## src/sv/rgbansi_pkg.sv

```systemverilog
// Shared types, constants and helpers for the RGB to truecolor terminal encoder.
// Used by the front, queue, back and top modules; depends on nothing else.
package rgbansi_pkg;

   localparam int MAX_DIM  = 1024;
   localparam int CNT_W    = $clog2(MAX_DIM);
   localparam int CFG_W    = 11;
   localparam int CSR_IDX_W = 8;
   localparam int Q_DEPTH  = 2;
   localparam int Q_PTR_W  = $clog2(Q_DEPTH);
   localparam int Q_CNT_W  = $clog2(Q_DEPTH + 1);

   localparam logic [CSR_IDX_W-1:0] CSR_COLUMNS = 8'd0;
   localparam logic [CSR_IDX_W-1:0] CSR_ROWS    = 8'd1;
   localparam logic [CFG_W-1:0] COLUMNS_RESET = 11'd80;
   localparam logic [CFG_W-1:0] ROWS_RESET    = 11'd24;

   localparam logic [7:0] CHAR_ESC   = 8'h1b;
   localparam logic [7:0] CHAR_ZERO  = 8'h30;
   localparam logic [7:0] CHAR_SEMI  = 8'h3b;
   localparam logic [7:0] CHAR_M     = 8'h6d;

   localparam logic [7:0] SEQ_HOME [0:2] = '{8'h1b, 8'h5b, 8'h48};
   localparam logic [7:0] SEQ_COLOR [0:6] =
      '{8'h1b, 8'h5b, 8'h33, 8'h38, 8'h3b, 8'h32, 8'h3b};
   localparam logic [7:0] SEQ_GLYPHS [0:5] =
      '{8'he2, 8'h96, 8'h88, 8'he2, 8'h96, 8'h88};
   localparam logic [7:0] SEQ_ROW_END [0:5] =
      '{8'h1b, 8'h5b, 8'h30, 8'h6d, 8'h0a, 8'h0d};
   localparam logic [7:0] SEQ_RESET [0:3] = '{8'h1b, 8'h5b, 8'h30, 8'h6d};

   typedef logic [2:0][3:0] digits_type;

   typedef struct packed {
      logic       home;
      logic       color;
      logic       row_end;
      logic       frame_end;
      digits_type red_dig;
      digits_type green_dig;
      digits_type blue_dig;
   } entry_type;

   typedef enum logic [3:0] {
      PH_START,
      PH_HOME,
      PH_COLOR,
      PH_RED,
      PH_SEMI1,
      PH_GREEN,
      PH_SEMI2,
      PH_BLUE,
      PH_M,
      PH_GLYPH,
      PH_ROW_END,
      PH_RESET
   } phase_type;

   // Decimal digits of an 8-bit value, hundreds in element 2 and units in element 0.
   function automatic digits_type to_digits(input logic [7:0] v);
      logic [1:0]  h;
      logic [7:0]  rem;
      logic [15:0] prod;
      logic [3:0]  t;
      logic [7:0]  u;
      digits_type  d;
      if (v >= 8'd200) begin
         h = 2'd2;
      end else if (v >= 8'd100) begin
         h = 2'd1;
      end else begin
         h = 2'd0;
      end
      rem  = v - 8'(h * 8'd100);
      prod = 16'(rem) * 16'd205;
      t    = prod[14:11];
      u    = rem - 8'(t * 8'd10);
      d[2] = {2'b00, h};
      d[1] = t;
      d[0] = u[3:0];
      return d;
   endfunction

endpackage

```

## src/sv/rgbansi_front.sv

```systemverilog
// Front end: accepts pixels, tracks position and last colour, and builds queue entries.
// Depends on rgbansi_pkg.
module rgbansi_front import rgbansi_pkg::*; (
   input  logic                 clock,
   input  logic                 reset,
   input  logic                 req_valid,
   output logic                 req_stall,
   input  logic [7:0]           req_red,
   input  logic [7:0]           req_green,
   input  logic [7:0]           req_blue,
   input  logic                 csr_valid,
   output logic                 csr_ready,
   input  logic [CSR_IDX_W-1:0] csr_index,
   input  logic [CFG_W-1:0]     csr_data,
   input  logic                 q_full,
   output logic                 push,
   output entry_type            push_entry
);

   localparam int CMP_W = ((CNT_W > CFG_W) ? CNT_W : CFG_W) + 1;

   logic [CFG_W-1:0] columns_ff, columns_in;
   logic [CFG_W-1:0] rows_ff, rows_in;
   logic [7:0]       prev_red_ff, prev_red_in;
   logic [7:0]       prev_green_ff, prev_green_in;
   logic [7:0]       prev_blue_ff, prev_blue_in;
   logic             prev_valid_ff, prev_valid_in;
   logic [CNT_W-1:0] column_count_ff, column_count_in;
   logic [CNT_W-1:0] row_count_ff, row_count_in;

   logic [CMP_W-1:0] ncol, nrow, col_next, row_next;
   logic             row_end, frame_end, home, color;

   function automatic logic [CMP_W-1:0] effective(input logic [CFG_W-1:0] v);
      logic [CMP_W-1:0] ext;
      ext = CMP_W'(v);
      if (v == '0) begin
         return CMP_W'(1);
      end else if (ext > CMP_W'(MAX_DIM)) begin
         return CMP_W'(MAX_DIM);
      end
      return ext;
   endfunction

   assign csr_ready = 1'b1;
   assign req_stall = q_full;
   assign push      = req_valid && !q_full;

   always_comb begin
      ncol      = effective(columns_ff);
      nrow      = effective(rows_ff);
      col_next  = CMP_W'(column_count_ff) + CMP_W'(1);
      row_next  = CMP_W'(row_count_ff) + CMP_W'(1);
      row_end   = col_next >= ncol;
      frame_end = row_end && (row_next >= nrow);
      home      = (column_count_ff == '0) && (row_count_ff == '0);
      color     = !prev_valid_ff || (req_red != prev_red_ff) ||
                  (req_green != prev_green_ff) || (req_blue != prev_blue_ff);

      push_entry.home      = home;
      push_entry.color     = color;
      push_entry.row_end   = row_end;
      push_entry.frame_end = frame_end;
      push_entry.red_dig   = to_digits(req_red);
      push_entry.green_dig = to_digits(req_green);
      push_entry.blue_dig  = to_digits(req_blue);
   end

   always_comb begin
      columns_in      = columns_ff;
      rows_in         = rows_ff;
      prev_red_in     = prev_red_ff;
      prev_green_in   = prev_green_ff;
      prev_blue_in    = prev_blue_ff;
      prev_valid_in   = prev_valid_ff;
      column_count_in = column_count_ff;
      row_count_in    = row_count_ff;
      if (csr_valid && csr_ready) begin
         if (csr_index == CSR_COLUMNS) begin
            columns_in = csr_data;
         end else if (csr_index == CSR_ROWS) begin
            rows_in = csr_data;
         end
      end
      if (push) begin
         if (color) begin
            prev_red_in   = req_red;
            prev_green_in = req_green;
            prev_blue_in  = req_blue;
         end
         prev_valid_in = !row_end;
         if (row_end) begin
            column_count_in = '0;
            row_count_in    = frame_end ? '0 : row_count_ff + 1'b1;
         end else begin
            column_count_in = column_count_ff + 1'b1;
         end
      end
   end

   always_ff @(posedge clock) begin
      if (reset) begin
         columns_ff      <= COLUMNS_RESET;
         rows_ff         <= ROWS_RESET;
         prev_red_ff     <= '0;
         prev_green_ff   <= '0;
         prev_blue_ff    <= '0;
         prev_valid_ff   <= 1'b0;
         column_count_ff <= '0;
         row_count_ff    <= '0;
      end else begin
         columns_ff      <= columns_in;
         rows_ff         <= rows_in;
         prev_red_ff     <= prev_red_in;
         prev_green_ff   <= prev_green_in;
         prev_blue_ff    <= prev_blue_in;
         prev_valid_ff   <= prev_valid_in;
         column_count_ff <= column_count_in;
         row_count_ff    <= row_count_in;
      end
   end

endmodule

```

## src/sv/rgbansi_queue.sv

```systemverilog
// Short FIFO of classified pixels between the front end and the byte sequencer.
// Depends on rgbansi_pkg.
module rgbansi_queue import rgbansi_pkg::*; (
   input  logic      clock,
   input  logic      reset,
   input  logic      push,
   input  entry_type push_entry,
   output logic      q_full,
   output logic      q_valid,
   input  logic      pop,
   output entry_type head
);

   entry_type          mem [0:Q_DEPTH-1];
   logic [Q_PTR_W-1:0] wr_ptr_ff, wr_ptr_in;
   logic [Q_PTR_W-1:0] rd_ptr_ff, rd_ptr_in;
   logic [Q_CNT_W-1:0] count_ff, count_in;

   function automatic logic [Q_PTR_W-1:0] bump(input logic [Q_PTR_W-1:0] p);
      if (p == Q_PTR_W'(Q_DEPTH - 1)) begin
         return '0;
      end
      return p + 1'b1;
   endfunction

   assign q_full  = count_ff == Q_CNT_W'(Q_DEPTH);
   assign q_valid = count_ff != '0;
   assign head    = mem[rd_ptr_ff];

   always_comb begin
      wr_ptr_in = push ? bump(wr_ptr_ff) : wr_ptr_ff;
      rd_ptr_in = pop ? bump(rd_ptr_ff) : rd_ptr_ff;
      count_in  = count_ff + Q_CNT_W'(push) - Q_CNT_W'(pop);
   end

   always_ff @(posedge clock) begin
      if (push) begin
         mem[wr_ptr_ff] <= push_entry;
      end
   end

   always_ff @(posedge clock) begin
      if (reset) begin
         wr_ptr_ff <= '0;
         rd_ptr_ff <= '0;
         count_ff  <= '0;
      end else begin
         wr_ptr_ff <= wr_ptr_in;
         rd_ptr_ff <= rd_ptr_in;
         count_ff  <= count_in;
      end
   end

   assert property (@(posedge clock) disable iff (reset) push |-> !q_full)
      else $error("Queue written while full.");
   assert property (@(posedge clock) disable iff (reset) pop |-> q_valid)
      else $error("Queue read while empty.");

endmodule

```

## src/sv/rgbansi_back.sv

```systemverilog
// Byte sequencer: walks the escape, digit and glyph phases of the head entry.
// Depends on rgbansi_pkg; fed by rgbansi_queue.
module rgbansi_back import rgbansi_pkg::*; (
   input  logic       clock,
   input  logic       reset,
   input  logic       q_valid,
   input  entry_type  head,
   output logic       pop,
   output logic       rsp_valid,
   input  logic       rsp_stall,
   output logic [7:0] rsp_out_byte,
   output logic       rsp_last_of_pixel,
   output logic       rsp_last_of_frame
);

   phase_type  state_ff, state_in;
   logic [2:0] idx_ff, idx_in;
   logic       rsp_valid_ff, rsp_valid_in;
   logic [7:0] out_byte_ff, out_byte_in;
   logic       last_pixel_ff, last_pixel_in;
   logic       last_frame_ff, last_frame_in;

   phase_type  cur_phase, nxt_phase;
   logic [2:0] cur_idx, last_idx;
   logic       adv, fire, phase_end, done;
   digits_type cur_dig;
   logic [1:0] skip, pos;

   function automatic phase_type next_phase(input phase_type p, input entry_type e);
      phase_type n;
      unique case (p)
         PH_START:   n = e.home ? PH_HOME : (e.color ? PH_COLOR : PH_GLYPH);
         PH_HOME:    n = e.color ? PH_COLOR : PH_GLYPH;
         PH_COLOR:   n = PH_RED;
         PH_RED:     n = PH_SEMI1;
         PH_SEMI1:   n = PH_GREEN;
         PH_GREEN:   n = PH_SEMI2;
         PH_SEMI2:   n = PH_BLUE;
         PH_BLUE:    n = PH_M;
         PH_M:       n = PH_GLYPH;
         PH_GLYPH:   n = e.row_end ? PH_ROW_END : PH_START;
         PH_ROW_END: n = e.frame_end ? PH_RESET : PH_START;
         PH_RESET:   n = PH_START;
         default:    n = PH_START;
      endcase
      return n;
   endfunction

   assign adv       = !rsp_valid_ff || !rsp_stall;
   assign fire      = adv && q_valid;
   assign cur_phase = (state_ff == PH_START) ? next_phase(PH_START, head) : state_ff;
   assign cur_idx   = (state_ff == PH_START) ? 3'd0 : idx_ff;
   assign nxt_phase = next_phase(cur_phase, head);
   assign phase_end = cur_idx == last_idx;
   assign done      = phase_end && (nxt_phase == PH_START);
   assign pop       = fire && done;

   always_comb begin
      unique case (cur_phase)
         PH_RED:   cur_dig = head.red_dig;
         PH_GREEN: cur_dig = head.green_dig;
         default:  cur_dig = head.blue_dig;
      endcase
      priority if (cur_dig[2] != 4'd0) begin
         skip = 2'd0;
      end else if (cur_dig[1] != 4'd0) begin
         skip = 2'd1;
      end else begin
         skip = 2'd2;
      end
      pos = 2'd2 - (cur_idx[1:0] + skip);
      unique case (cur_phase)
         PH_HOME:    last_idx = 3'd2;
         PH_COLOR:   last_idx = 3'd6;
         PH_RED, PH_GREEN, PH_BLUE: last_idx = 3'(2'd2 - skip);
         PH_GLYPH:   last_idx = 3'd5;
         PH_ROW_END: last_idx = 3'd5;
         PH_RESET:   last_idx = 3'd3;
         default:    last_idx = 3'd0;
      endcase
   end

   // Next state of the sequencer.
   always_comb begin
      state_in = state_ff;
      idx_in   = idx_ff;
      if (fire) begin
         if (phase_end) begin
            state_in = nxt_phase;
            idx_in   = 3'd0;
         end else begin
            state_in = cur_phase;
            idx_in   = cur_idx + 3'd1;
         end
      end
   end

   // Output register.
   always_comb begin
      rsp_valid_in  = rsp_valid_ff;
      out_byte_in   = out_byte_ff;
      last_pixel_in = last_pixel_ff;
      last_frame_in = last_frame_ff;
      if (adv) begin
         rsp_valid_in = fire;
      end
      if (fire) begin
         unique case (cur_phase)
            PH_HOME:    out_byte_in = SEQ_HOME[cur_idx[1:0]];
            PH_COLOR:   out_byte_in = SEQ_COLOR[cur_idx];
            PH_RED, PH_GREEN, PH_BLUE: out_byte_in = CHAR_ZERO + 8'(cur_dig[pos]);
            PH_SEMI1, PH_SEMI2: out_byte_in = CHAR_SEMI;
            PH_M:       out_byte_in = CHAR_M;
            PH_GLYPH:   out_byte_in = SEQ_GLYPHS[cur_idx];
            PH_ROW_END: out_byte_in = SEQ_ROW_END[cur_idx];
            PH_RESET:   out_byte_in = SEQ_RESET[cur_idx[1:0]];
            default:    out_byte_in = CHAR_ESC;
         endcase
         last_pixel_in = done;
         last_frame_in = done && head.frame_end;
      end
   end

   always_ff @(posedge clock) begin
      if (reset) begin
         state_ff     <= PH_START;
         idx_ff       <= 3'd0;
         rsp_valid_ff <= 1'b0;
      end else begin
         state_ff     <= state_in;
         idx_ff       <= idx_in;
         rsp_valid_ff <= rsp_valid_in;
      end
   end

   always_ff @(posedge clock) begin
      out_byte_ff   <= out_byte_in;
      last_pixel_ff <= last_pixel_in;
      last_frame_ff <= last_frame_in;
   end

   assign rsp_valid         = rsp_valid_ff;
   assign rsp_out_byte      = out_byte_ff;
   assign rsp_last_of_pixel = last_pixel_ff;
   assign rsp_last_of_frame = last_frame_ff;

   assert property (@(posedge clock) disable iff (reset)
      (state_ff != PH_START) |-> q_valid)
      else $error("Sequencer is inside a pixel with an empty queue.");
   assert property (@(posedge clock) disable iff (reset)
      pop |=> rsp_valid_ff && last_pixel_ff)
      else $error("Entry retired without a final byte.");
   assert property (@(posedge clock) disable iff (reset)
      (rsp_valid_ff && last_frame_ff) |-> last_pixel_ff)
      else $error("Frame end flagged on a byte that does not close a pixel.");

endmodule

```

## src/sv/rgb_pixels_to_ansi_truecolor_stream_top.sv

```systemverilog
// Top level of the RGB to truecolor terminal encoder.
// Depends on rgbansi_pkg, rgbansi_front, rgbansi_queue and rgbansi_back.
//
//   Channel  Direction  Handshake            Payload
//   req      in         req_valid/req_stall  req_red, req_green, req_blue
//   rsp      out        rsp_valid/rsp_stall  rsp_out_byte, rsp_last_of_pixel,
//                                            rsp_last_of_frame
//   csr      in         csr_valid/csr_ready  csr_index, csr_data
//
// One byte leaves per cycle unless the output stalls; a pixel has 6 to 38 bytes, set by
// the byte sequencer in the back end. Pixels are accepted into a two-entry queue while
// earlier pixels are still being sent. A result passes through the queue and then the
// back end's output register. Reset is synchronous and restores columns 80 and rows 24.
// An output stall holds the sequencer; the input stalls only when the queue is full.
module rgb_pixels_to_ansi_truecolor_stream_top import rgbansi_pkg::*; (
   input  logic                 clock,
   input  logic                 reset,
   input  logic                 req_valid,
   output logic                 req_stall,
   input  logic [7:0]           req_red,
   input  logic [7:0]           req_green,
   input  logic [7:0]           req_blue,
   output logic                 rsp_valid,
   input  logic                 rsp_stall,
   output logic [7:0]           rsp_out_byte,
   output logic                 rsp_last_of_pixel,
   output logic                 rsp_last_of_frame,
   input  logic                 csr_valid,
   output logic                 csr_ready,
   input  logic [CSR_IDX_W-1:0] csr_index,
   input  logic [CFG_W-1:0]     csr_data
);

   logic      push, q_full, q_valid, pop;
   entry_type push_entry, head;

   rgbansi_front u_front (
      .clock      (clock),
      .reset      (reset),
      .req_valid  (req_valid),
      .req_stall  (req_stall),
      .req_red    (req_red),
      .req_green  (req_green),
      .req_blue   (req_blue),
      .csr_valid  (csr_valid),
      .csr_ready  (csr_ready),
      .csr_index  (csr_index),
      .csr_data   (csr_data),
      .q_full     (q_full),
      .push       (push),
      .push_entry (push_entry)
   );

   rgbansi_queue u_queue (
      .clock      (clock),
      .reset      (reset),
      .push       (push),
      .push_entry (push_entry),
      .q_full     (q_full),
      .q_valid    (q_valid),
      .pop        (pop),
      .head       (head)
   );

   rgbansi_back u_back (
      .clock             (clock),
      .reset             (reset),
      .q_valid           (q_valid),
      .head              (head),
      .pop               (pop),
      .rsp_valid         (rsp_valid),
      .rsp_stall         (rsp_stall),
      .rsp_out_byte      (rsp_out_byte),
      .rsp_last_of_pixel (rsp_last_of_pixel),
      .rsp_last_of_frame (rsp_last_of_frame)
   );

endmodule
```

## config.mk

```make
export PLATFORM = sky130hd
export DESIGN_NAME = rgb_pixels_to_ansi_truecolor_stream_top
export DESIGN_NICKNAME = d
export VERILOG_FILES = /design/src/sv/rgbansi_pkg.sv /design/src/sv/rgbansi_front.sv /design/src/sv/rgbansi_queue.sv /design/src/sv/rgbansi_back.sv /design/src/sv/rgb_pixels_to_ansi_truecolor_stream_top.sv
export SDC_FILE = /design/constraint.sdc
export NUM_CORES = 1
export LEC_CHECK = 0
export BUFFER_PORTS_ARGS = -buffer_cell sky130_fd_sc_hd__buf_4
export CAP_MARGIN = 10
export CORE_MARGIN = 2
export CORE_UTILIZATION = 40
export DETAILED_ROUTE_END_ITERATION = 10
export PLACE_DENSITY = 0.6
export SYNTH_ARGS = -nofsm -noshare
export SYNTH_HDL_FRONTEND = slang
export SYNTH_SLANG_ARGS = --single-unit
```

## constraint.sdc

```tcl
create_clock -name clock -period 20.5 [get_ports clock]
set_clock_uncertainty 0.2 [all_clocks]
set_input_delay 2.05 -clock clock [delete_from_list [all_inputs] [get_ports clock]]
set_output_delay 2.05 -clock clock [all_outputs]
set_load 0.02 [all_outputs]
```

Yosys cells after proc, flatten, opt, wreduce, memory -nomap -nowiden
Memory sizes are Yosys's and may differ from the RTL's. A register that Yosys moved wholly into a read port is not among the register bits.
Index checks and enable logic that the tools add are counted.
{"block": "totals", "ff_bits": 89, "ramBits": 68, "rom_bits": 192, "inputBits": 48, "output_inout_bits": 13, "wordCells": 172, "memories": 4}
{"name": "u_queue.mem", "words": 2, "width": 34, "rd": 1, "rd_ports_with_merged_regs": 1, "write_ports": 1, "line": "rgbansi_queue.sv:14", "text": "entry_type mem [0:Q_DEPTH-1];"}
{"name": "(name not given)", "words": 8, "width": 8, "rd": 1, "rd_ports_with_merged_regs": 0, "write_ports": 0, "line": "rgbansi_back.sv:110", "text": "PH_COLOR: out_byte_in = SEQ_COLOR[cur_idx];"}
{"name": "(name not given)", "words": 8, "width": 8, "rd": 1, "rd_ports_with_merged_regs": 0, "write_ports": 0, "line": "rgbansi_back.sv:114", "text": "PH_GLYPH: out_byte_in = SEQ_GLYPHS[cur_idx];"}
{"name": "(name not given)", "words": 8, "width": 8, "rd": 1, "rd_ports_with_merged_regs": 0, "write_ports": 0, "line": "rgbansi_back.sv:115", "text": "PH_ROW_END: out_byte_in = SEQ_ROW_END[cur_idx];"}
{"block": "classes", "addsub": 19, "mul": 9, "order_cmp": 13, "n_eq_ne": 17, "n_mux": 56, "n_bitwise": 3, "n_reduce_logical": 34}
{"cell": "$mux W8", "count": 10}
{"cell": "$mux W12", "count": 6}
{"cell": "$pmux W8 S8", "count": 1}
{"cell": "$mul A8 B8 Y15 const B", "count": 3}
{"cell": "$pmux W4 S11", "count": 1}
{"cell": "$bmux W8 S2", "count": 2}
{"cell": "$mux W4", "count": 7}
{"cell": "$ge A12 B12 Y1", "count": 2}
{"cell": "$ge A8 B7 Y1 const B", "count": 3}
{"cell": "$ge A8 B8 Y1 const B", "count": 3}
{"cell": "$ne A8 B8 Y1", "count": 3}
{"cell": "$pmux W12 S2", "count": 1}
{"cell": "$sub A8 B8 Y8", "count": 3}
{"cell": "$add A10 B1 Y11 const B", "count": 2}
{"cell": "$gt A11 B11 Y1 const B", "count": 2}
{"cell": "$logic_not A11 Y1", "count": 2}
{"cell": "$add A10 B1 Y10 const B", "count": 2}
{"cell": "$logic_not A10 Y1", "count": 2}
{"cell": "$mux W10", "count": 2}
{"cell": "$mul A2 B5 Y6 const B", "count": 3}
{"cell": "$mux W1", "count": 17}
{"cell": "$eq A4 B3 Y1 const B", "count": 4}
{"cell": "$eq A4 B4 Y1 const B", "count": 4}
{"cell": "$pmux W3 S5", "count": 1}
{"cell": "other kinds (35)", "count": 65}

Depth between registers and ports, before layout
Gate-level depths: netlist (run 1).
{"block": "depth", "word_depth": 15, "ltp_mapped": 29, "depth_no_buf": 28}

By module
A second synthesis (run 1) with hierarchy kept.
{"block": "unflattened", "cells_unflattened": 1379, "area_unflattened_um2": 13201.4}
{"module": "rgbansi_front", "n_inst": 1, "cells_per_inst": 908, "area_each_um2": 7805.0, "seq_area_each_um2": 1341.3}
{"module": "rgbansi_queue", "n_inst": 1, "cells_per_inst": 145, "area_each_um2": 3116.7, "seq_area_each_um2": 2502.4}
{"module": "rgbansi_back", "n_inst": 1, "cells_per_inst": 326, "area_each_um2": 2279.7, "seq_area_each_um2": 460.4}

Least setup slack after synthesis (run 1)
OpenSTA, ideal clock, no wires.
{"block": "synth_path", "path_kind": "input -> register", "from": "input port req_green[4]", "to": "memory u_queue.mem[0][13] (netlist name), data pin", "setup_time_ns": 0.268, "arrival_ns": 7.938, "t_required_ns": 20.032, "slack_ns": 12.094, "cell_stages": 27, "path_buffers": 1, "path_cell_list": "clkbuf_1 -> o31ai_1 -> nor2_1 -> or2_2 -> inv_1 -> ha_1 -> inv_1 -> fa_1 -> o21a_1 -> nor2_1 -> xnor2_1 -> ha_1 -> inv_1 -> fa_1 -> fa_1 -> fa_1 -> inv_1 -> ha_1 -> or4_1 -> a21oi_1 -> o21a_1 -> ha_1 -> inv_1 -> fa_1 -> xnor2_1 -> xnor2_1 -> xnor2_1"}
{"element": "start, declared", "line": "rgb_pixels_to_ansi_truecolor_stream_top.sv:21", "text": "input logic [7:0] req_green,"}
{"element": "end, declared", "line": "rgbansi_queue.sv:14"}

==> results.md, run 1 <==
Synthesis:
- A synthesized cell averages 9.60 um^2.
- The biggest area consumer among synthesized cells is sky130_fd_sc_hd__edfxtp_1.
- The proportion of synthesized chip area in sequential cells is 32.2%.
- The fraction of post-synthesis cell area in the top cell type by area is between 10% and 20%.
- The post-synth design cell area is 12200 um^2.
- In this run, synthesis inferred 78 flip-flops with an integrated enable.
- The synthesized netlist cell count is 1276.
- By area the synthesized netlist is led by sky130_fd_sc_hd__edfxtp_1, sky130_fd_sc_hd__ha_1, sky130_fd_sc_hd__dfxtp_1.
- The number of nets in the synthesized netlist is 1530.
- The number of synthesized register bits is 158.
- In the post-synthesis netlist, the cell with the most instances is sky130_fd_sc_hd__ha_1.
- The commonest cells after synthesis are sky130_fd_sc_hd__ha_1, sky130_fd_sc_hd__inv_1, sky130_fd_sc_hd__nand2_1.
- Among all flip-flop cells after synthesis, the most frequent one is sky130_fd_sc_hd__dfxtp_1.
- The fraction of registers with async set/reset is 0%.
- During synthesis, Yosys emitted a total of 0 warnings.
- Counting distinct cell types in the post-synthesis netlist gives 74.

Placed design:
- The cell area after placement is 13000 um^2.
- Port buffering added 59 buffers.
- Including well taps, the total number of placed cells is 1692.
- Summed over all nets, the half-perimeter wirelength after detailed placement is 20.8 mm.
- The minimum setup slack after placement is 11.73 ns.
- The final RePlAce weighted congestion is a little over 0.8.

Setup path:
- Following the worst setup path forward leads to its endpoint at u_queue.mem[0][13].
- The worst setup path is captured at a flop.
- The most critical setup path has its startpoint at req_green[3].
- The endpoint identified for the worst register-to-register timing path is u_queue.count_ff[1].
- The setup slack of the worst register-to-register path is around 16 ns.
- The critical path launch point type is an input port.
- The count of buffering cells on the critical path with inverters included is 6.
- The class of the most critical setup path is input port to flop.
- In this run the critical register-to-register path is launched from u_back.state_ff[0].
- The critical path runs through a total of 27 cells.
- STA puts the critical path data required time at 20.47 ns.
- The worst-path cell with the longest stage delay is sky130_fd_sc_hd__fa_1.
- Along the worst path, the maximum fanout reaches 6.
- In this design, the stage delay of the slowest critical-path cell is between 0.5 and 0.6 ns.
- STA puts the critical path data arrival time at slightly above 8 ns.
- For the worst flop-to-flop path, the logic depth is 14.
- In this design, the largest share of critical-path delay is due to adder cells.

Clock network:
- Post-CTS repair changed the size of 0 cells.
- The longest clock path from root to sink contains 2 buffers.
- The register clock-pin slew on the reported worst setup and hold paths is roughly 0.070 ns.
- The root buffer cell chosen for the clock tree is sky130_fd_sc_hd__clkbuf_16.
- The number of sinks driven by the clock tree is 158.
- In this run, CTS created clock tree buffers numbering 17.
- The H-tree was split into 4 levels.
- TritonCTS built the clock tree.
- Clock latency on the worst-skew pair, taken at its later pin, is 0.43 ns.
- The number of hold-repair buffers added at the cts stage is 0.
- Once the clock tree was built, the setup fixing pass inserted 0 buffers.

STA:
- The count of final hold-check violations is 0.
- Setup repair after global routing left no endpoint under its margin.
- Once routing completed, OpenROAD measured the worst setup slack at roughly 12 ns.
- The final-report max-slew violation count was 0.
- The smallest clock period supported by the final layout is computed as 8.30 ns.
- The worst pin sits at a relative slew slack of 22.9%.
- For the final routed database, the setup TNS stands at 0 ns.
- The final-report setup violation count is 0.
- For the pin with the worst max-slew slack, the measured transition is between 1 and 1.5 ns.
- Timing would allow up to 0.120 GHz.
- The post-route fraction of the period consumed by the critical path is 40.5%.

Global route:
- The total track usage is 17.5%.
- The wire length of the first global-routing pass is 44.2 mm.
- The maximum number of pins on one net before global-route repair is 67.
- The initial antenna violation count was 0.
- The via count of the first global-routing pass came to 8696.
- The overall overflow remaining after global route is 0.

Cells and area:
- The summed area of non-filler cells in the final layout is 13600 um^2.
- The repair_antennas step left the layout with diodes totalling 0.
- Cells fill between 40% and 50% of the core in the end.
- In the final design database the tool counted 1569 nets.
- The area taken by multi-input logic gates is 7490 um^2.
- The fill cell total of the finished layout is 2921.
- Of the cells placed in the final design, the portion with a size suffix greater than 1 is 10.0%.
- Across the whole layout, storage elements account for 3950 um^2.
- Once layout is complete, the cells apart from fillers number 1724.
- The area growth from synthesis to layout is 11.4%.

Worst hold path:
- The classification of the worst-slack hold path is flop to flop.

Route:
- The final routed DRC violation total is 0.
- The number of nets with antenna violations after detailed routing is 0.
- The overall via count from detail_route is 8984.
- The detail-routed net length per standard cell is 15.7 um.
- The detailed router finished its first iteration with 693 violations.
- The number of detailed-route iterations in the first pass is 5.
- The wire length after detailed routing is between 20 and 30 mm.
- The average vias per placed instance is 5.21.

Pwr:
- The leakage power summed over all cells is 5.94 nW.
- The worst supply voltage drop on vdd is 0.0888 mV.
- The power density over the cells is 131 nW/um^2.

Job:
- The max-capacitance violation count is 0.

Die:
- The die boundary height is 179 um.
- The placeable core region is 30300 um^2.
- The die covers 32000 um^2.
- The floorplan has 64 rows.
- The die extent in x is 179 um.
- The I/O pin total is about 60.
- The starting density of the core is 40.3%.

Outcome:
- The run finished with clean final reports.
==> layout by cell type, fill, tap and decap left out, types with 41 or more instances in the layout <==
master / count
sky130_fd_sc_hd__mux2i_1: 63
sky130_fd_sc_hd__xnor2_1: 58
sky130_fd_sc_hd__nor2_1: 90
sky130_fd_sc_hd__a21oi_1: 59
sky130_fd_sc_hd__buf_4: 67
sky130_fd_sc_hd__edfxtp_1: 78
sky130_fd_sc_hd__nand2_1: 92
sky130_fd_sc_hd__o21ai_0: 41
sky130_fd_sc_hd__inv_1: 155
sky130_fd_sc_hd__ha_1: 169
sky130_fd_sc_hd__dfxtp_1: 79
==> where the power goes <==
group | switching, mW | internal (mW)
Sequential | 0.0174 | 0.498
Clock | 0.145 | 0.182
Combinational | 0.530 | 0.412
==> per-layer routing <==
metal	vias up	wire length, um	track usage [%]
met5	-	0	0
met4	0	403	4.40
met3	27	862	2.44
met2	152	12700	29.0
met1	4265	13100	24.0
li1	4540	-	-
==> stage by stage <==
step                total power, mW  hold WS, ns
floorplan                      1.25        0.240
global placement               1.44        0.255
detailed placement             1.47        0.260
CTS                            1.81        0.269
global route                   1.96        0.280
finish                         1.78        0.267
==> registers in the layout (all words and copies together) (netlist names), 2 cells and up, named ones only <==
register / flops
u_queue.mem: 68
u_front.column_count_ff: 10
u_front.rows_ff: 11
u_front.row_count_ff: 10
u_queue.count_ff: 2
u_back.state_ff: 4
u_back.rsp_out_byte: 8
u_front.prev_green_ff: 8
u_front.columns_ff: 11
u_back.idx_ff: 3
u_front.prev_red_ff: 8
u_front.prev_blue_ff: 8
==> worst min-delay path by stage <==
stage	startpoint	endpoint	slack, ns	depth (start not counted)
detailed placement	u_front.prev_green_ff[4]	u_front.prev_green_ff[4]	0.26	2
global route	u_front.prev_green_ff[4]	u_front.prev_green_ff[4]	0.28	2
floorplan	u_front.prev_valid_ff	u_front.prev_valid_ff	0.24	2
global placement	u_front.prev_green_ff[0]	u_front.prev_green_ff[0]	0.25	2
finish	u_front.prev_green_ff[4]	u_front.prev_green_ff[4]	0.27	2
CTS	u_front.prev_green_ff[4]	u_front.prev_green_ff[4]	0.27	2
==> layout make-up <==
type	instances	area share, %
Clock inverter	12	0.798
Clock buffer	20	3.67
Inverter	160	4.40
Sequential cell	158	28.9
Multi-Input combinational cell	911	54.9
Tap cell	396	3.63
Timing Repair Buffer	67	3.69
==> kinds of logic (layout without fill, tap and decap cells) <==
logic type                 Yosys count  count (layout)  synth area share (%)
DFF                                158             158                  32.2
xor gates and xnor gates            89              89                  6.52
other                                1               1                0.0306
muxes                               76              76                  6.35
AOI/OAI and AO/OA                  224             224                  12.3
buffers and inverters              207             259                  6.67
adders and majority gates          206             206                  23.3
and+or+nand+nor                    315             315                  12.6
==> worst register-to-register path, stage by stage, from the launching register on <==
cell	delay [ns]
sky130_fd_sc_hd__dfxtp_1	0.31
sky130_fd_sc_hd__buf_4	0.32
sky130_fd_sc_hd__nand4bb_1	0.55
sky130_fd_sc_hd__and2_1	0.47
sky130_fd_sc_hd__a21oi_1	0.35
sky130_fd_sc_hd__nand4_2	0.23
sky130_fd_sc_hd__a31oi_4	0.25
sky130_fd_sc_hd__xnor2_4	0.18
sky130_fd_sc_hd__nor4_4	0.36
sky130_fd_sc_hd__ha_1	0.28
sky130_fd_sc_hd__inv_1	0.05
sky130_fd_sc_hd__ha_1	0.15
sky130_fd_sc_hd__xor2_1	0.18
sky130_fd_sc_hd__xnor2_1	0.13
sky130_fd_sc_hd__nor2_1	0.06
(Power assumes the default switching activity.)
==> run 2: changes to the inputs <==
--- a/config.mk
+++ b/config.mk
@@ -5,12 +5,13 @@
 export SDC_FILE = /design/constraint.sdc
 export NUM_CORES = 1
 export LEC_CHECK = 0
+export ABC_AREA = 1
 export BUFFER_PORTS_ARGS = -buffer_cell sky130_fd_sc_hd__buf_4
 export CAP_MARGIN = 10
 export CORE_MARGIN = 2
 export CORE_UTILIZATION = 40
 export DETAILED_ROUTE_END_ITERATION = 10
-export PLACE_DENSITY = 0.6
+export PLACE_DENSITY = 0.62
 export SYNTH_ARGS = -nofsm -noshare
 export SYNTH_HDL_FRONTEND = slang
 export SYNTH_SLANG_ARGS = --single-unit
==> constraint.sdc (replaced) <==
create_clock -name clock -period 7 [get_ports clock]
set_clock_uncertainty 0.2 [all_clocks]
set_input_delay 0.7 -clock clock [delete_from_list [all_inputs] [get_ports clock]]
set_output_delay 0.7 -clock clock [all_outputs]
set_load 0.02 [all_outputs]
==> run 2 against run 1 <==
Compared with the run above: worst setup slack worse by 12 ns; combinational power grew to 3.8 times the previous value; area after synthesis hardly changed; critical path depth is 6 higher; routed wire length is 4.0% higher; global-route usage is 0.75 points higher; non-clock buffer count is 9 higher; first-iteration DRC count is 4.8% lower; flip-flop and latch count stayed put; utilization is 0.61 points higher; via count is 10% higher; largest cell class unchanged.
==> results.md, run 2 <==
Pwr:
- Summed over all cells, the static leakage comes to 6.76 nW.
- The overall power after layout is 6.18 mW.
- The power dissipated by switching net loads is 2.71 mW.
- The internal power of the cells totals roughly 3.5 mW.
- Dividing total power by cell area gives a power density of 447 nW/um^2.
- The register share of total power is around a quarter.
- In this run, the combinational gates consume 58.5% of the power.
- VDD sags by at most between 0.2 and 0.3 mV.
- The net switching share of the total power is between 40% and 50%.
- The clock group share of total power is ~15%.

Cells and area:
- Leaving out fill and tap cells, the most frequent cells in the layout are sky130_fd_sc_hd__nand2_1, sky130_fd_sc_hd__inv_1, sky130_fd_sc_hd__ha_1.
- The commonest non-fill, non-tap cell in the layout is sky130_fd_sc_hd__nand2_1.
- The antenna diode instance count is 0.
- The flip-flop count of the largest register, all copies and words added is 68.
- Compared with the post-synthesis result, the final layout area differs by 12.9%.
- Cells with a size suffix above 1 make up 10.7% of the layout.
- After the last flow step, the layout net total stands at 1827.
- The finished layout holds 1982 standard cells, fillers aside.
- The largest registers in the layout are u_queue.mem x68, u_front.columns_ff x11, u_front.rows_ff x11.
- The register ranked first by flip-flop count is u_queue.mem.

Clock network:
- After clock tree synthesis, the clock-pin slew on the worst setup and hold paths is ~0.07 ns.
- The number of hold-repair buffers added at the cts stage is 0.
- In this run the deepest clock path goes through 2 buffers.
- The number of H-tree levels is 4.
- Post-CTS timing repair inserted 0 buffers for setup.
- At the later pin of the worst-skew pair, clock insertion delay measures approximately 0.44 ns.
- The number of gates given a new drive strength after cts is 0.
- Counting the buffers created by CTS gives 17.
- The root cell of the clock tree is sky130_fd_sc_hd__clkbuf_16.
- CTS saw 158 sinks.
- TritonCTS built the clock tree.

Route:
- Once detail routing completed, the nets flagged for antenna violations numbered 0.
- The detailed router finished its first iteration with between 600 and 700 violations.
- After detailed routing, the number of remaining DRC violations is 0.
- The average vias per placed instance is 5.01.
- The detail-routed net length per standard cell is 14.2 um.
- The number of detailed-route iterations in the first pass is 5.
- The overall via count from detail_route is 9925.
- The wire length after detailed routing is ~28 mm.

Setup path:
- For the worst setup path, the data required time is 6.99 ns.
- The worst-path cell with the longest stage delay is sky130_fd_sc_hd__fa_1.
- The critical path launch point type is an input port.
- The setup slack of the worst register-to-register path is 3.11 ns.
- STA puts the critical path data arrival time at 6.51 ns.
- Of all nets on the critical path, the largest fanout is 4.
- The worst register-to-register path has a depth of 23.
- The worst setup path endpoint is u_queue.mem[1][23].
- For this run, the slowest stage of the critical path takes 0.56 ns.
- The class of the most critical setup path is input port to flop.
- The count of buffering cells on the critical path with inverters included is 9.
- On the critical path the largest part of the delay comes from adder cells.
- The cell repeated most along the worst path is sky130_fd_sc_hd__inv_1.
- The timing startpoint of the critical path is req_red[3].
- The worst setup path is captured at a flop.
- In this run the critical register-to-register path is captured at u_queue.count_ff[1].
- The path length in cells of the critical path is 33.

Die:
- The placeable core region is 30300 um^2.
- The I/O pin total is 61.
- The die covers approximately 32000 um^2.
- Row generation in the floorplan step produced 64 rows.
- The die is about 180 um tall.
- From left edge to right edge, the die measures 179 um.
- The starting density of the core is approximately 40%.

Global route:
- The initial antenna violation count is 0.
- The total track usage is 18.2%.
- The first global-routing pass estimated 46.2 mm of wire.
- The maximum number of pins on one net before global-route repair is 55.
- The via count of the first global-routing pass is 9409.
- Summed over all layers, the global routing overflow is 0.

STA:
- The final critical path takes up ~93% of the cycle.
- The final-report max-slew violation count was 0.
- At the pin with the least slew margin, the transition time is 1.07 ns.
- The maximum frequency from static timing analysis is 0.153 GHz.
- The count of final hold-check violations came to 0.
- Headroom to the max-slew limit came out at 28.3%.
- The final-report setup violation count is 0.
- The final critical delay including setup and external delays is ~6.5 ns.

Synthesis:
- The most used flip-flop cell after synthesis is sky130_fd_sc_hd__dfxtp_1.
- The post-synth design cell area is 12200 um^2.
- Synthesis inferred 158 register bits.
- The synthesized net count is around 1800.
- The synthesized netlist cell count is 1503.
- The proportion of synthesized chip area in sequential cells is between 30% and 40%.
- The most common cell in the synthesized netlist is sky130_fd_sc_hd__nand2_1.
- In this run, synthesis inferred 78 flip-flops with an integrated enable.
- The biggest area consumer among synthesized cells is sky130_fd_sc_hd__edfxtp_1.
- The Yosys step of the flow raised 0 warnings.
- Averaged over all synthesized cells, the footprint is between 8 and 9 um^2.
- The fraction of post-synthesis cell area in the top cell type by area is 19.1%.
- By count the netlist is led by sky130_fd_sc_hd__nand2_1, sky130_fd_sc_hd__inv_1, sky130_fd_sc_hd__ha_1.
- Of all flip-flops after synthesis, the portion carrying an async set or reset was 0%.
- The unique cell type count in the Yosys netlist is 58.
- After synthesis, the cell types taking the most area are sky130_fd_sc_hd__edfxtp_1, sky130_fd_sc_hd__ha_1, sky130_fd_sc_hd__dfxtp_1.

Worst hold path:
- In this run the worst hold path is classified as flop to flop.

Job:
- Max-cap violations in this run came to 0.

Outcome:
- The run finished with clean final reports.

Placed design:
- The half-perimeter wire length of the detailed placement result is 22.1 mm.
- The number of port buffers is 59.
- The instance count after placement with tap cells included is 1950.
- Routability-driven placement finished with a final weighted congestion of between 0.9 and 1.
## run 2: worst min path at each step
stage | from | end | slack [ns] | cells after the start
after floorplan | u_queue.count_ff[1] | u_queue.count_ff[1] | 0.24 | 1
after global placement | u_queue.count_ff[1] | u_queue.count_ff[1] | 0.26 | 1
after detailed placement | u_queue.count_ff[1] | u_queue.count_ff[1] | 0.27 | 1
after CTS | u_back.idx_ff[1] | u_back.idx_ff[1] | 0.28 | 2
after global routing | u_back.idx_ff[1] | u_back.idx_ff[1] | 0.29 | 2
final | u_back.idx_ff[1] | u_back.idx_ff[1] | 0.28 | 2
## run 2: cells by family after synthesis
kind of cell / after synthesis / synth area share (%)
and+or+nand+nor: 527 / 19.4
muxes: 3 / 0.245
AOI/OAI and AO/OA: 236 / 10.8
other: 1 / 0.0306
DFF: 158 / 32.2
xor gates and xnor gates: 60 / 4.29
adders and majority gates: 206 / 23.3
buffers and inverters: 312 / 9.74
## run 2: cell type report
cell class,instances,area [um^2]
fillers,2990,16500
multi-input cells,1033,7160
flip-flops and latches,158,3940
inverters,287,1080
repair buffers,76,571
well taps,396,495
clock buffers,19,475
clock inverters,13,108
## run 2: worst reg2reg max path, cell delays in order, from the launching register on
cell and delay (ns):
sky130_fd_sc_hd__dfxtp_1 0.31, sky130_fd_sc_hd__buf_4 0.38, sky130_fd_sc_hd__inv_4 0.27, sky130_fd_sc_hd__nand2_2 0.14
sky130_fd_sc_hd__nand2_2 0.08, sky130_fd_sc_hd__nand3_4 0.11, sky130_fd_sc_hd__nand4_4 0.18, sky130_fd_sc_hd__nand2_4 0.17
sky130_fd_sc_hd__nor2_1 0.06, sky130_fd_sc_hd__nor2_1 0.23, sky130_fd_sc_hd__nand2_1 0.14, sky130_fd_sc_hd__nand2_1 0.12
sky130_fd_sc_hd__nand2_1 0.06, sky130_fd_sc_hd__nand2_1 0.06, sky130_fd_sc_hd__nand3_2 0.11, sky130_fd_sc_hd__nor2_4 0.19
sky130_fd_sc_hd__nand3_2 0.09, sky130_fd_sc_hd__inv_1 0.07, sky130_fd_sc_hd__ha_1 0.22, sky130_fd_sc_hd__inv_1 0.05
sky130_fd_sc_hd__ha_1 0.15, sky130_fd_sc_hd__xor2_1 0.18, sky130_fd_sc_hd__o21ai_0 0.09, sky130_fd_sc_hd__a21oi_1 0.14
## run 2: stage by stage
stage	area, um^2	hold WS, ns	setup TNS (ns)	utilization [%]	setup slack [ns]
after global routing	13800	0.286	-0.0298	45.6	-0.0150
after detailed placement	13200	0.267	-0.0620	43.6	-0.0310
final	13800	0.282	0	45.6	0.484
after CTS	13800	0.278	0	45.5	0.440
after floorplan	12200	0.243	0	-	0.309
after global placement	13200	0.256	0	43.6	0.117
## run 2: metal layers
metal | up-vias | GRT usage [%] | wire, um
met5 | - | 0 | 0
met4 | 0 | 4.84 | 419
met3 | 31 | 2.69 | 1150
met2 | 200 | 30.6 | 13100
met1 | 4618 | 24.5 | 13600
li1 | 5076 | - | -
## run 2: power groups by stage
stage,Sequential [mW],Clock (mW),Combinational (mW)
2_1_floorplan,1.68,0,2.60
3_3_place_gp,1.65,0,3.45
3_5_place_dp,1.65,0,3.59
4_1_cts,1.63,0.942,3.62
5_1_grt,1.65,0.977,4.16
6_report,1.63,0.930,3.62
==> run 3: changes to the inputs <==
--- a/config.mk
+++ b/config.mk
@@ -14,4 +14,5 @@
 export PLACE_DENSITY = 0.62
 export SYNTH_ARGS = -nofsm -noshare
 export SYNTH_HDL_FRONTEND = slang
+export SYNTH_HIERARCHICAL = 1
 export SYNTH_SLANG_ARGS = --single-unit
==> run 3 against run 2 <==
Compared with the run above: first-iteration DRC count grew 14%; register-to-register slack got worse by 0.39 ns; area after synthesis increased by 13%; global-route usage down 0.061 points; die area increased by 13%; maximum frequency rose by 0.27%; count of clock-buffer cells in the layout increased by 1; critical path depth is 1 higher; power shrank 2.4%; synthesized cell count rose by 18%; highest routed layer unchanged.
==> results.md, run 3 <==
STA:
- The count of final hold-check violations is 0.
- The post-route fraction of the period consumed by the critical path is 92.8%.
- Setup violations remaining at the end of the flow were counted as 0.
- The transition at the pin with the smallest max-transition slack is 0.774 ns.
- Derived from the worst setup path, the maximum achievable clock frequency is 0.154 GHz.
- The relative max-transition margin is 48.3%.
- The final critical delay including setup and external delays is 6.50 ns.
- The final-report max-slew violation count is 0.
- Setup repair after global routing left no endpoint under its margin.
- Final hold analysis gives a worst-case slack of approximately 0.27 ns.

Setup path:
- The largest single stage delay on the critical path is approximately 0.55 ns.
- At the worst endpoint, the required time is 6.99 ns.
- Tracing the worst setup path back leads to its startpoint at req_blue[3].
- The worst register-to-register path ends at u_queue/count_ff[1].
- The maximum fanout along the worst path is 5.
- Across all register-to-register paths, the minimum setup slack is 2.72 ns.
- The cell repeated most along the worst path is sky130_fd_sc_hd__nand2_1.
- The arrival time at the worst endpoint is around 6.5 ns.
- The class of the most critical setup path is input port to flop.
- The critical path launch point type is an input port.
- The largest individual stage delay along the critical path comes from the cell sky130_fd_sc_hd__fa_1.
- The most critical setup path has its endpoint at u_queue/mem[0][3].
- The path depth of the worst reg2reg path is 25.
- STA classifies the critical path endpoint as a flop.

Synthesis:
- For this run, asynchronously set or reset flops after synthesis account for 0%.
- The cell area that synthesis handed to floorplanning was 13900 um^2.
- By area the synthesized netlist is led by sky130_fd_sc_hd__edfxtp_1, sky130_fd_sc_hd__ha_1, sky130_fd_sc_hd__dfxtp_1.
- The synthesized design contains 90 enable-type register cells.
- After synthesis, flip-flops and latches occupy 31.0% of the total area.
- The Yosys step of the flow raised 6 warnings.
- The most used flip-flop cell after synthesis is sky130_fd_sc_hd__edfxtp_1.
- The synthesized netlist cell count is 1772.
- The commonest cells after synthesis are sky130_fd_sc_hd__nand2_1, sky130_fd_sc_hd__inv_1, sky130_fd_sc_hd__nor2_1.
- Of the post-synthesis cell area, the dominant cell type holds 19.5%.
- The number of synthesized register bits is 170.
- Each instance of the synthesized netlist takes up on average slightly below 8 um^2.
- sky130_fd_sc_hd__edfxtp_1 takes more of the synthesized area than any other cell.
- In the post-synthesis netlist, the cell with the most instances is sky130_fd_sc_hd__nand2_1.
- The unique cell type count in the Yosys netlist is 57.

Route:
- After detailed routing, the average wire length per cell comes to 13.8 um.
- The final routed DRC violation total is 0.
- The number of design-rule violations left by the first detailed-router iteration is 751.
- Before antenna repair, the detailed router went through 6 iterations.
- The number of nets with antenna violations after detailed routing is 0.
- The average vias per placed instance is between 4 and 5.
- Detailed routing inserted a total of 11300 vias.
- After detailed routing, the total wire length is 31.6 mm.

Global route:
- The initial antenna violation count is 1.
- Entering global routing, the biggest net connects 52 pins.
- For this run, the total global-route usage over all layers was measured as 18.2%.
- The wire length of the first global-routing pass is 53.2 mm.
- The overall overflow remaining after global route is 0.
- The via count of the first global-routing pass came to roughly 11000.

Pwr:
- The net switching share of the total power is 43.8%.
- Across the VDD grid, the largest voltage drop is a little over 0.2 mV.
- The proportion of power drawn by combinational gates is 58.9%.
- The clock group share of total power is 15.1%.
- In this run the power density over the cells is roughly 390 nW/um^2.
- Of the total power, registers draw approximately a quarter.
- The analysis attributes to net switching a power of roughly 2.6 mW.
- The overall power after layout is 6.03 mW.
- The leakage power summed over all cells is 7.45 nW.
- The internal portion of the total power is 3.39 mW.

Cells and area:
- In the final design database the tool counted 2081 nets.
- The largest registers in the layout are u_queue/mem x80, u_front/columns_ff x11, u_front/rows_ff x11.
- The register with the most flip-flops in the layout has 80 of them.
- In the final layout, the share of cells above drive strength 1 is 11.8%.
- The fill cell total of the finished layout is 3454.
- Once layout is complete, the utilization of the core stands at 44.6%.
- Compared with the post-synthesis result, the final layout area differs by 10.5%.
- The register ranked first by flip-flop count is u_queue/mem.
- The top cell types in the final layout, fill and taps aside, are sky130_fd_sc_hd__nand2_1, sky130_fd_sc_hd__inv_1, sky130_fd_sc_hd__nor2_1.
- Leaving out filler cells and counting taps, the final layout contains 2297.
- Leaving out fill and tap cells, the most frequent cell in the layout is sky130_fd_sc_hd__nand2_1.

Worst hold path:
- The tightest min-delay check is of the flop to flop type.

Die:
- The starting density of the core is 40.4%.
- In this run the vertical extent of the chip is 190 um.
- The I/O pin total is just over 60.
- The die covers around 36000 um^2.
- Measured along the x axis, the die boundary spans 190 um.
- The region available for standard cell placement spans about 34000 um^2.
- The site row count is 68.

Clock network:
- The clock drives 170 sinks.
- The longest clock path from root to sink contains 2 buffers.
- The number of hold-repair buffers added at the cts stage is 0.
- The later-pin clock latency in the skew report is 0.44 ns.
- Counting the buffers created by CTS gives 17.
- TritonCTS built the clock tree.
- Clock-pin slew was measured on the worst setup and hold paths at 0.07 ns.
- The number of H-tree levels is 4.
- The root cell of the clock tree is sky130_fd_sc_hd__clkbuf_16.

Placed design:
- In this run, placement finished with an instance count of 2264.
- The half-perimeter wire length of the detailed placement result is 25.0 mm.
- In this run the tool buffered the top-level ports with 59 buffer cells.
- The final RePlAce weighted congestion is 0.905.

Job:
- Max-cap violations in this run came to 0.

Outcome:
- The run finished with clean final reports.
-- run 3: changes by cell type after synthesis, moves of 8 or more --
cell	previous run	this run
sky130_fd_sc_hd__nand4_1	21	30
sky130_fd_sc_hd__a21oi_1	99	66
sky130_fd_sc_hd__o21ai_0	85	45
sky130_fd_sc_hd__mux2_2	0	40
sky130_fd_sc_hd__buf_4	1	19
sky130_fd_sc_hd__nand2_1	275	390
sky130_fd_sc_hd__edfxtp_1	78	90
sky130_fd_sc_hd__buf_6	1	12
sky130_fd_sc_hd__nor2_1	105	186
sky130_fd_sc_hd__nand3_1	44	117
sky130_fd_sc_hd__clkbuf_1	17	9
sky130_fd_sc_hd__inv_1	271	294
-- run 3: how the worst min path moves through the flow --
| stage | from | to | slack (ns) | cells after the start |
|---|---|---|---|---|
| after global routing | csr_data[3] | u_front/rows_ff[3] | 0.29 | 3 |
| after detailed placement | u_back/idx_ff[1] | u_back/idx_ff[1] | 0.27 | 2 |
| after floorplan | u_front/rows_ff[0] | u_front/rows_ff[0] | 0.24 | 2 |
| after CTS | u_back/idx_ff[1] | u_back/idx_ff[1] | 0.28 | 2 |
| final | u_back/idx_ff[1] | u_back/idx_ff[1] | 0.27 | 2 |
| after global placement | u_front/rows_ff[0] | u_front/rows_ff[0] | 0.26 | 2 |
-- run 3: power by group through the flow --
stage / Combinational, mW / Clock (mW) / Sequential, mW
6_report: 3.55 / 0.912 / 1.56
5_1_grt: 4.14 / 0.972 / 1.58
4_1_cts: 3.52 / 0.936 / 1.57
3_5_place_dp: 3.49 / 0 / 1.59
3_3_place_gp: 3.42 / 0 / 1.58
2_1_floorplan: 2.66 / 0 / 1.60
-- run 3: logic make-up (layout without fill, tap and decap cells) --
logic type / Yosys count / count (layout) / synth area share, %
AND/OR/NAND/NOR: 800 / 800 / 25.1
buffers and inverters: 355 / 419 / 10.8
adder cells (fa/ha/maj): 205 / 205 / 20.5
flip-flops: 170 / 170 / 31.0
AO/OA/AOI/OAI: 150 / 150 / 6.06
XOR/XNOR: 47 / 47 / 2.96
multiplexers: 43 / 43 / 3.46
other: 2 / 8 / 0.0541
-- run 3: repair_timing --
action                                  4_1_cts  5_1_grt
endpoints found under the setup margin        0        6
buffers inserted                              0        0
resized for setup                             0       11
-- run 3: layout make-up --
class	count	area, um^2	area share (%)
timing repair buffer	76	571	3.72
multi-input combinational	1252	8160	53.2
clock inverter	12	100	0.653
antenna	1	2.50	0.0163
tap	455	569	3.71
inverter	311	1170	7.62
sequential	170	4310	28.1
clock buffer	20	468	3.05
-- run 3: through the flow --
step                setup WS [ns]  instance area (um^2)  setup TNS (ns)
floorplan                   0.338                 13900               0
global placement           0.0771                 14700               0
detailed placement        -0.0574                 14700          -0.170
CTS                         0.410                 15300               0
global route               0.0391                 15300               0
finish                      0.502                 15300               0
-- run 3: metal layers --
metal | part of all wire, % | up-vias | GRT usage, %
li1 | - | 5804 | -
met1 | 46 | 5220 | 23.4
met2 | 48 | 237 | 31.6
met3 | 3.7 | 41 | 2.54
met4 | 1.8 | 0 | 5.28
met5 | 0 | - | 0
-- run 3: worst max-delay path, delay by kind of cell --
family                   cells  cell delay (ns)
adder cells (fa/ha/maj)      8             3.14
AND/OR/NAND/NOR             13             1.44
buffers and inverters        8             0.63
XOR/XNOR                     2             0.35
AO/OA/AOI/OAI                3             0.25
